[src/rtl/core/scc_pkg.sv]
// Shared constants, types and helpers of the scaled 3x3 convolution.
// No dependencies; other files but the macro header use it by scoped names.
`timescale 1ns / 1ps

package scc_pkg;

  // Field and register widths.
  localparam int PIXEL_BITS     = 8;
  localparam int TAP_BITS       = 8;
  localparam int TAPS_PER_ROW   = 3;
  localparam int LINE_MAX_DEF   = 1024;
  localparam int CFG_DATA_BITS  = 24;
  localparam int CFG_INDEX_BITS = 3;
  localparam int WIDTH_REG_BITS = 11;
  localparam int HEIGHT_BITS    = 16;
  localparam int CCOL_BITS      = 10;
  localparam int RESULT_BITS    = 20;

  // Arithmetic widths: signed tap times zero-extended pixel, then sums.
  localparam int PROD_BITS = PIXEL_BITS + TAP_BITS + 1;
  localparam int PSUM_BITS = PROD_BITS + 2;
  localparam int ACC_BITS  = PSUM_BITS + 2;

  // Smallest usable image dimension and the scaled offset of nine terms.
  localparam int MIN_DIM       = 3;
  localparam int OFFSET_SCALED = 2250;

  // Register reset values.
  localparam logic [CFG_DATA_BITS-1:0]  KERNEL_TOP_RST = 24'h00FF00;
  localparam logic [CFG_DATA_BITS-1:0]  KERNEL_MID_RST = 24'hFF05FF;
  localparam logic [CFG_DATA_BITS-1:0]  KERNEL_BOT_RST = 24'h00FF00;
  localparam logic [WIDTH_REG_BITS-1:0] WIDTH_RST      = 11'd1024;
  localparam logic [HEIGHT_BITS-1:0]    HEIGHT_RST     = 16'd1024;

  // Configuration register indexes.
  typedef enum logic [CFG_INDEX_BITS-1:0] {
    CFG_KERNEL_TOP   = 3'd0,
    CFG_KERNEL_MID   = 3'd1,
    CFG_KERNEL_BOT   = 3'd2,
    CFG_IMAGE_WIDTH  = 3'd3,
    CFG_IMAGE_HEIGHT = 3'd4
  } cfg_index_t;

  // One window column (index 0 is the oldest row) and its three taps.
  typedef logic [TAPS_PER_ROW-1:0][PIXEL_BITS-1:0] pix_col_t;
  typedef logic [TAPS_PER_ROW-1:0][TAP_BITS-1:0]   tap_col_t;

  // Tap at a position of a kernel row register, left tap in the low bits.
  function automatic logic [TAP_BITS-1:0] tap_at(input logic [CFG_DATA_BITS-1:0] row,
                                                 input int pos);
    return row[pos*TAP_BITS +: TAP_BITS];
  endfunction

endpackage

[src/rtl/core/scc_cell.sv]
// One window column cell: holds three pixels, hands them to its left
// neighbor and forms the column's partial sum. Depends on scc_pkg.
`timescale 1ns / 1ps

module scc_cell (
  input  logic                                 clk,
  input  logic                                 rst_n,
  input  logic                                 shift_en,
  input  logic                                 calc_en,
  input  scc_pkg::pix_col_t                    col_in,
  input  scc_pkg::tap_col_t                    taps,
  output scc_pkg::pix_col_t                    col_out,
  output logic signed [scc_pkg::PSUM_BITS-1:0] psum_out
);

  scc_pkg::pix_col_t                   col_r;
  logic signed [scc_pkg::PROD_BITS-1:0] prod [scc_pkg::TAPS_PER_ROW];
  logic signed [scc_pkg::PSUM_BITS-1:0] psum_nxt;
  logic signed [scc_pkg::PSUM_BITS-1:0] psum_r;

  // Column register: takes the neighbor's column whenever the window shifts.
  always_ff @(posedge clk) begin
    if (!rst_n) begin
      col_r <= '0;
    end else if (shift_en) begin
      col_r <= col_in;
    end
  end

  // Three signed taps times unsigned pixels, summed over the column.
  always_comb begin
    psum_nxt = '0;
    for (int i = 0; i < scc_pkg::TAPS_PER_ROW; i++) begin
      prod[i]  = $signed({1'b0, col_r[i]}) * $signed(taps[i]);
      psum_nxt = psum_nxt + scc_pkg::PSUM_BITS'(prod[i]);
    end
  end

  // Partial sum register, loaded when the window's word moves on.
  always_ff @(posedge clk) begin
    if (calc_en) begin
      psum_r <= psum_nxt;
    end
  end

  assign col_out  = col_r;
  assign psum_out = psum_r;

endmodule

[config.mk]
export PLATFORM = sky130hd
export DESIGN_NAME = scc_cell
export DESIGN_NICKNAME = d
export VERILOG_FILES = /design/src/rtl/core/scc_pkg.sv /design/src/rtl/core/scc_cell.sv
export SDC_FILE = /design/constraint.sdc
export NUM_CORES = 1
export LEC_CHECK = 0
export ABC_AREA = 1
export BUFFER_PORTS_ARGS = -buffer_cell sky130_fd_sc_hd__buf_2
export CAP_MARGIN = 20
export CORE_ASPECT_RATIO = 2
export CORE_UTILIZATION = 23
export CTS_BUF_LIST = sky130_fd_sc_hd__clkbuf_4
export CTS_CLUSTER_SIZE = 24
export DETAILED_ROUTE_END_ITERATION = 7
export PLACE_DENSITY = 0.5
export SETUP_SLACK_MARGIN = 0.4
export SYNTH_ARGS = -nofsm -noshare
export SYNTH_HDL_FRONTEND = slang
export SYNTH_SLANG_ARGS = --single-unit
[constraint.sdc]
create_clock -name clk -period 17.2 [get_ports clk]
set_input_delay 1.72 -clock clk [delete_from_list [all_inputs] [get_ports clk]]
set_output_delay 1.72 -clock clk [all_outputs]
set_load 0.01 [all_outputs]
==> results of run 1 <==
area by class of cell:
class	count	share of cell area, %
diodes	1	0.0248
clock buffers	5	0.371
clock inverters	3	0.433
inverters	388	14.4
multi-input cells	678	63.2
flip-flops and latches	43	10.4
well taps	520	6.44
repair buffers	95	4.73
sequential cells by signal, summed over array words and instances (netlist names):
register / flops
psum_out: 19
col_out: 24
cell usage after synthesis (all sizes together):
master	count
a21oi	10
and2	1
buf	2
clkbuf	49
clkinv	2
dfxtp	24
edfxtp	19
fa	166
ha	111
inv	386
nand2	255
nand3	16
nand4	2
nor2	73
nor3	3
o21ai	24
o21bai	1
or2	8
xnor2	3
xor2	5
routing by layer:
layer | GRT usage [%] | share of wire, %
met1 | 11.7 | 29
met2 | 29.8 | 64
met3 | 0.946 | 1.9
met4 | 7.23 | 5.0
met5 | 0 | 0
cells in the final DEF (no fill, tap or decap):
| cell | n |
|---|---|
| a21oi_1 | 10 |
| and2_1 | 1 |
| buf_2 | 94 |
| buf_4 | 1 |
| bufinv_16 | 1 |
| clkbuf_4 | 5 |
| clkinv_1 | 2 |
| clkinv_2 | 1 |
| clkinv_4 | 1 |
| dfxtp_1 | 24 |
| diode_2 | 1 |
| edfxtp_1 | 19 |
| fa_1 | 166 |
| ha_1 | 111 |
| inv_1 | 380 |
| inv_2 | 6 |
| nand2_1 | 247 |
| nand2_2 | 8 |
| nand3_1 | 16 |
| nand4_1 | 2 |
| nor2_1 | 73 |
| nor3_2 | 3 |
| o21ai_0 | 24 |
| o21bai_1 | 1 |
| or2_2 | 8 |
| xnor2_1 | 3 |
| xor2_1 | 5 |
through the flow:
stage               std cells  hold WS, ns  utilization (%)  setup WS [ns]  total power [mW]
global placement         1724        0.709             25.8           9.75              2.00
detailed placement       1724        0.712             25.8           9.71              2.02
finish                   1733        0.734             26.1          10.20              2.03
CTS                      1732        0.736             26.1          10.18              2.11
floorplan                1160        0.726                -          10.34              1.47
global route             1733        0.784             26.1           9.92              2.32
worst max-delay path, stage by stage:
cell and delay (ns):
buf_2 0.13, clkinv_1 0.28, or2_2 0.39, fa_1 0.50, inv_1 0.05, fa_1 0.47
inv_1 0.05, fa_1 0.47, inv_1 0.05, fa_1 0.52, fa_1 0.44, fa_1 0.49
inv_1 0.05, fa_1 0.52, inv_1 0.05, ha_1 0.34, nand2_1 0.11, inv_2 0.05
nand2_1 0.06, nand2_1 0.07, a21oi_1 0.18, nand2_1 0.07, nand2_1 0.05, nand2_1 0.07
logic make-up (layout without fill, tap and decap cells):
kind of cell	after synthesis	after routing	share of synthesized area, %
flip-flops	43	43	11.6
other	0	1	0
AO/OA/AOI/OAI	35	35	1.95
buffers and inverters	439	491	18.2
AND/OR/NAND/NOR	358	358	15.7
XOR/XNOR	8	8	0.771
adder cells (fa/ha/maj)	277	277	51.8
power breakdown:
group          total (mW)  internal (mW)  switching, mW  leakage (nW)
Combinational        1.73          0.648           1.09          5.77
Sequential          0.224          0.202         0.0218         0.387
Clock              0.0736         0.0306         0.0430        0.0452
Total                2.03          0.880           1.15          6.20
worst paths after layout:
kind	end	slack [ns]	depth (start not counted)
worst min register to register	col_out[7]	0.73	3
worst max-delay path	psum_out[16]	10.20	24
worst min-delay path	col_out[7]	0.73	3
worst max register to register	psum_out[18]	11.13	22
==> results_dict.tcl, run 1 <==
set metrics [dict create \
    cp_data_required_time_ns 17.38 \
    fmax_mhz 143 \
    row_count 102 \
    maxSlewViolCount 0 \
    fin_nets 1540 \
    post-route-period-util_pct 40.7 \
    worst-path-max-fanout 10 \
    avgSynthCellArea_um2 7.84 \
    startpoint_type "primary input" \
    die_h_um 283 \
    wl_per_cell_um 15.1 \
    n_fill_cell 4320 \
    status "finished, final reports clean" \
    synthDistinctLibCells 22 \
    worst_pin_slew_ns 0.788 \
    syn_nets 1489 \
    vdd_drop_max_mv 0.174 \
    grt_pass1_vias 7571 \
    holdBufCountCts 0 \
    post-route-drc-count 0 \
    cts_resized 0 \
    fin_crit_ns 7.00 \
    dpl_cell_area_mm2 0.0100 \
    yosysSeqAreaShare_pct 11.6 \
    multi_input_area_mm2 0.00639 \
    grt_usage_pct 13.7 \
    cts_tree "yes" \
    layout-drive-gt1-share_pct 10.6 \
    ys_warn_count 0 \
    ant_nets 0 \
    syn_inst 1160 \
    cts_buffers 5 \
    postCtsSetupBuffers 0 \
    rsz0062_at_grt "no" \
    cts_max_level 2 \
    powerDensity_mw_per_mm2 201 \
    drtIter0Drc 294 \
    ys_ff_latch 43 \
    fin_area_mm2 0.0101 \
    drt_first_pass_iters 4 \
    hold_viol 0 \
    setup_viol 0 \
    arrival_ns 7.18 \
    power.leakage_nw 6.20 \
    synth_area_leaders "fa_1 (37%), inv_1 (16%), ha_1 (15%), nand2_1 (10%), edfxtp_1 (6.3%)" \
    routed_wl_um 26100 \
    clkLatencyLatePin_ns 0.42 \
    cts_sinks 43 \
    grt_pass1_wl_um 40700 \
    antenna_found_initial 1 \
    initial_core_util_pct 23.4 \
    avgViaCountPerCell 4.00 \
    clock_skew_ns 0.0194 \
    end_kind "register" \
    worstSetupPathType "primary input to register" \
    gp_congestion 0.844 \
    grt_max_degree 26 \
    synth_top_cell_by_area "fa_1" \
    dp_hpwl_um 23400 \
    via_count 6931 \
    crit_start "taps[15]" \
    overflow 0 \
    dieArea_mm2 0.0404 \
    hold_start "col_out[7]" \
    root_buffer "clkbuf_4" \
    boundaryPins 95 \
    seqCellArea_mm2 0.00105 \
    max-cap-violations 0 \
    coreArea_mm2 0.0388 \
    clk_pin_slew_ns 0.16 \
    reg2reg_from "col_out[5]" \
    chipWidth_um 143 \
    portBuffers 94 \
    clock_path_buffers 2 \
    yosysTopAreaCellShare_pct 36.6 \
    slew-limit-headroom_pct 47.4 \
    netlist_area_mm2 0.00909 \
    area_growth_pct 11.2 \
    hp-class "register to register" \
    finalSetupTns_ns 0 \
]
No activity file was read; power rests on OpenSTA's default activity.
==> run 2, diff against run 1 <==
==> constraint.sdc (replaced) <==
create_clock -name clk -period 6.85 [get_ports clk]
set_input_delay 0.685 -clock clk [delete_from_list [all_inputs] [get_ports clk]]
set_output_delay 0.685 -clock clk [all_outputs]
set_load 0.01 [all_outputs]
==> run 2 against run 1 <==
Net effect:
- clock skew increased by 0.0072 ns
- cell area increased by 0.25%
- setup slack worse by 9.3 ns
- highest routed layer unchanged
- critical path depth fell by 2
- first-iteration DRC count down 20%
- combinational power increased to 2.5 times the previous value
- register-to-register slack worse by 10 ns
- core utilization rose by 0.065 points
- critical endpoint is now psum_out[14]
- clock-buffer cell count unchanged
- global-route usage up 0.57 points
- flip-flop and latch count did not move
==> results_dict.tcl, run 2 (same netlist as run 1, synthesis figures left out) <==
set metrics [dict create \
    cpPeakStageDelay_ns 0.64 \
    maxSlewViolCount 0 \
    setup_viol 0 \
    holdBufCountCts 0 \
    worstHoldEndpoint "col_out[2]" \
    dieArea_mm2 0.0404 \
    largest_reg_flops 24 \
    final_util_pct 26.1 \
    ant_nets 0 \
    worst_pin_slew_ns 0.834 \
    reg2reg_from "col_out[5]" \
    worst-path-max-fanout 6 \
    dpl_cell_area_mm2 0.0101 \
    drt_first_pass_iters 4 \
    hp-class "primary input to register" \
    crit_top_cell "fa_1" \
    final_cell_mix "inv_1 (380), nand2_1 (247), fa_1 (166)" \
    chipWidth_um 143 \
    finalSetupTns_ns 0 \
    fmax_mhz 169 \
    cts_buffers 5 \
    root_buffer "clkbuf_4" \
    holdPathStages 3 \
    grt_usage_pct 14.3 \
    coreArea_mm2 0.0388 \
    hold_start "col_in[2]" \
    drtIter0Drc 236 \
    cts_max_level 2 \
    fin_nets 1548 \
    slowest_stage "dfxtp_1" \
    arrival_ns 6.13 \
    critical-path-top-delay-family "adder cells" \
    placed_cells_incl_taps 1732 \
    routed_wl_um 27200 \
    final_cells 1740 \
    hold_viol 0 \
    fin_area_mm2 0.0101 \
    area_growth_pct 11.5 \
    boundaryPins 95 \
    vdd_drop_max_mv 0.390 \
    timing.critical_path.buf_inv 6 \
    rsz0062_at_grt "no" \
    wl_per_cell_um 15.7 \
    post-route-period-util_pct 86.6 \
    reg2reg_depth 22 \
    layout-drive-gt1-share_pct 11.1 \
    clkLatencyLatePin_ns 0.42 \
    antenna_found_initial 1 \
    powerDensity_mw_per_mm2 500 \
    final_common_cell "inv_1" \
    row_count 102 \
    portBuffers 94 \
    gp_congestion 0.864 \
    cts_resized 0 \
    clock_path_buffers 2 \
    reg2reg_slack_ns 0.92 \
    grt_pass1_wl_um 42200 \
    initial_core_util_pct 23.4 \
    worstPathCellList "nand2_1, fa_1, inv_1, fa_1, inv_1, fa_1, inv_1, fa_1, fa_1, fa_1, inv_1, fa_1, inv_1, ha_1, nand2_1, inv_1, a21oi_1, nand2_2, nand2_1, nand2_1, nand2_1, nand2_1" \
    max-cap-violations 0 \
    grt_pass1_vias 7811 \
    total_power_mw 5.06 \
    end_kind "register" \
    status "finished, final reports clean" \
    cts_tree "yes" \
    overflow 0 \
    post-route-drc-count 0 \
    cts_sinks 43 \
    avgViaCountPerCell 4.06 \
    slew-limit-headroom_pct 44.4 \
    place_ws_ns 0.454 \
    worstSetupPathType "register to register" \
    clock_skew_ns 0.0266 \
    grt_max_degree 26 \
    path_depth 22 \
    die_h_um 283 \
    dp_hpwl_um 24300 \
    fin_ws_ns 0.917 \
    power.leakage_nw 6.23 \
    n_fill_cell 4347 \
    via_count 7064 \
    postCtsSetupBuffers 0 \
    rr_endpoint "psum_out[14]" \
    clk_pin_slew_ns 0.16 \
    whs_ns 0.474 \
    startpoint_type "register" \
    fin_crit_ns 5.93 \
    multi_input_area_mm2 0.00639 \
    cp_data_required_time_ns 7.04 \
    seqCellArea_mm2 0.00105 \
]
## run 2: worst reg2reg max path, stage by stage (launching register included)
cell and delay, ns:
dfxtp_1 0.64, nand2_1 0.17, fa_1 0.56, inv_1 0.05
fa_1 0.52, inv_1 0.07, fa_1 0.52, inv_1 0.05
fa_1 0.48, fa_1 0.52, fa_1 0.49, inv_1 0.06
fa_1 0.52, inv_1 0.06, ha_1 0.33, nand2_1 0.11
inv_1 0.06, a21oi_1 0.17, nand2_2 0.10, nand2_1 0.09
nand2_1 0.06, nand2_1 0.05, nand2_1 0.05
## run 2: worst max path at each step
stage | start | end | slack, ns
after floorplan | taps[3] | psum_out[18] | 1.03
after global placement | taps[15] | psum_out[18] | 0.48
after detailed placement | taps[15] | psum_out[17] | 0.45
after CTS | col_out[5] | psum_out[14] | 0.88
after global routing | col_out[4] | psum_out[14] | 0.67
final | col_out[5] | psum_out[14] | 0.92
## run 2: area by class of cell
type | count | area share (%)
Timing Repair Buffer | 103 | 5.31
Sequential cell | 43 | 10.4
Inverter | 388 | 14.4
Tap cell | 520 | 6.42
Clock inverter | 2 | 0.0864
Clock buffer | 5 | 0.370
Antenna cell | 1 | 0.0247
Multi-Input combinational cell | 678 | 63.0
## run 2: power by group
group          total, mW  internal [mW]  switching [mW]
clock network      0.140         0.0369           0.104
logic               4.36           1.61            2.75
registers          0.561          0.508          0.0535
total               5.06           2.15            2.91
## run 2: per-layer routing
layer,global-route usage (%),share of wire (%)
met5,0,0
met4,8.20,5.5
met3,1.03,2.3
met2,31.5,64
met1,11.4,28
==> run 3, diff against run 2 <==
--- a/config.mk
+++ b/config.mk
@@ -14,7 +14,9 @@
 export CTS_CLUSTER_SIZE = 24
 export DETAILED_ROUTE_END_ITERATION = 7
 export PLACE_DENSITY = 0.5
+export RECOVER_POWER = 100
 export SETUP_SLACK_MARGIN = 0.4
+export SLEW_MARGIN = 20
 export SYNTH_ARGS = -nofsm -noshare
 export SYNTH_HDL_FRONTEND = slang
 export SYNTH_SLANG_ARGS = --single-unit
==> run 3 against run 2 <==
Net effect:
- flip-flop and latch count unchanged
- power is 0.66% lower
- non-clock buffer count is the same
- cell area decreased by 0.75%
- register-to-register slack lost 0.03 ns
- clock power hardly changed
- final cell count did not move
- via count about the same
- worst hold slack improved by 0.0039 ns
- setup slack worse by 0.030 ns
- sequential share of layout area grew 0.079 points
- critical path type unchanged
- critical endpoint is now psum_out[17]
- largest power group unchanged
- highest routed layer unchanged
==> results_dict.tcl, run 3 (same netlist as run 1, synthesis figures left out) <==
set metrics [dict create \
    chipWidth_um 143 \
    fin_crit_ns 5.96 \
    grt_max_degree 26 \
    post-route-drc-count 0 \
    total_power_mw 5.03 \
    grt_pass1_vias 7811 \
    root_buffer "clkbuf_4" \
    dp_hpwl_um 24300 \
    reg2reg_depth 21 \
    cp_data_required_time_ns 7.05 \
    drtIter0Drc 282 \
    powerDensity_mw_per_mm2 500 \
    boundaryPins 95 \
    row_count 102 \
    worstSetupPathType "register to register" \
    hp-class "primary input to register" \
    largest_reg_flops 24 \
    dpl_cell_area_mm2 0.0101 \
    via_count 7062 \
    routed_wl_um 27200 \
    ant_nets 0 \
    worst_pin_slew_ns 1.08 \
    arrival_ns 6.16 \
    max-cap-violations 0 \
    cts_tree "yes" \
    gp_congestion 0.864 \
    final_cell_mix "inv_1 (380), nand2_1 (249), fa_1 (166)" \
    grt_usage_pct 14.3 \
    n_fill_cell 4360 \
    cts_sinks 43 \
    avgViaCountPerCell 4.06 \
    final_util_pct 25.9 \
    rsz0062_at_grt "no" \
    postCtsSetupBuffers 0 \
    die_h_um 283 \
    fin_area_mm2 0.0101 \
    cts_resized 0 \
    vdd_drop_max_mv 0.387 \
    status "finished, final reports clean" \
    place_ws_ns 0.454 \
    placed_cells_incl_taps 1732 \
    crit_start "col_out[1]" \
    power.leakage_nw 6.08 \
    worst-path-max-fanout 9 \
    drt_first_pass_iters 4 \
    clock_skew_ns 0.0237 \
    maxSlewViolCount 0 \
    grt_pass1_wl_um 42200 \
    whs_ns 0.478 \
    fin_nets 1548 \
    clkLatencyLatePin_ns 0.41 \
    portBuffers 94 \
    dieArea_mm2 0.0404 \
    wl_per_cell_um 15.6 \
    initial_core_util_pct 23.4 \
    clk_pin_slew_ns 0.16 \
    slew-limit-headroom_pct 28.2 \
    cts_max_level 2 \
    final_common_cell "inv_1" \
    final_cells 1740 \
    clock_path_buffers 2 \
    cts_buffers 5 \
    holdPathStages 3 \
    fin_ws_ns 0.887 \
    reg2reg_from "col_out[1]" \
    post-route-period-util_pct 87.0 \
    fmax_mhz 168 \
    end_kind "register" \
    area_growth_pct 10.6 \
    antenna_found_initial 1 \
    hold_viol 0 \
    holdBufCountCts 0 \
    layout-drive-gt1-share_pct 7.22 \
    finalSetupTns_ns 0 \
    coreArea_mm2 0.0388 \
    hold_start "col_in[2]" \
    overflow 0 \
    startpoint_type "register" \
    setup_viol 0 \
]
==> run 3: cell types whose count changed in the layout (fill, tap and decap cells not counted), sizes merged <==
cell	before	now
clkbuf	5	50
buf	103	58
==> run 3: cell type report <==
cell class	instances	area, µm²	area share, %
multi-input combinational	678	6380	63.5
inverter	388	1460	14.5
sequential	43	1050	10.4
tap	520	651	6.47
timing repair buffer	103	467	4.64
clock buffer	5	37.5	0.373
clock inverter	2	8.76	0.0871
antenna	1	2.50	0.0249
==> run 3: worst paths after layout <==
| path | to | slack [ns] |
|---|---|---|
| min | col_out[2] | 0.48 |
| max | psum_out[17] | 0.89 |
| min reg2reg | col_out[0] | 0.61 |
| max reg2reg | psum_out[17] | 0.89 |
==> run 3: worst max-delay path: stages, from the launching register on <==
cell and delay [ns]:
dfxtp_1 0.39, clkbuf_1 0.48, nand2_1 0.15, fa_1 0.55, fa_1 0.46, fa_1 0.54
fa_1 0.52, inv_1 0.05, fa_1 0.52, fa_1 0.50, inv_1 0.05, fa_1 0.50
inv_1 0.05, ha_1 0.34, nand2_1 0.11, nand2_1 0.05, a21oi_1 0.11, nand2_1 0.11
nand2_1 0.10, nand2_1 0.06, nand2_1 0.06, nand2_1 0.04
==> run 3: where the power goes <==
part	internal, mW	switching [mW]	total [mW]
Clock	0.0369	0.103	0.140
Sequential	0.508	0.0545	0.562
Combinational	1.59	2.74	4.33
==> run 3: per-layer routing <==
| metal | vias up | global-route usage (%) | wire length, µm | share of wire, % |
|---|---|---|---|---|
| met2 | 124 | 31.5 | 17400 | 64 |
| met4 | 0 | 8.20 | 1580 | 5.8 |
| met5 | - | 0 | 0 | 0 |
| met3 | 51 | 1.03 | 599 | 2.2 |
| met1 | 3538 | 11.4 | 7650 | 28 |
| li1 | 3349 | - | - | - |
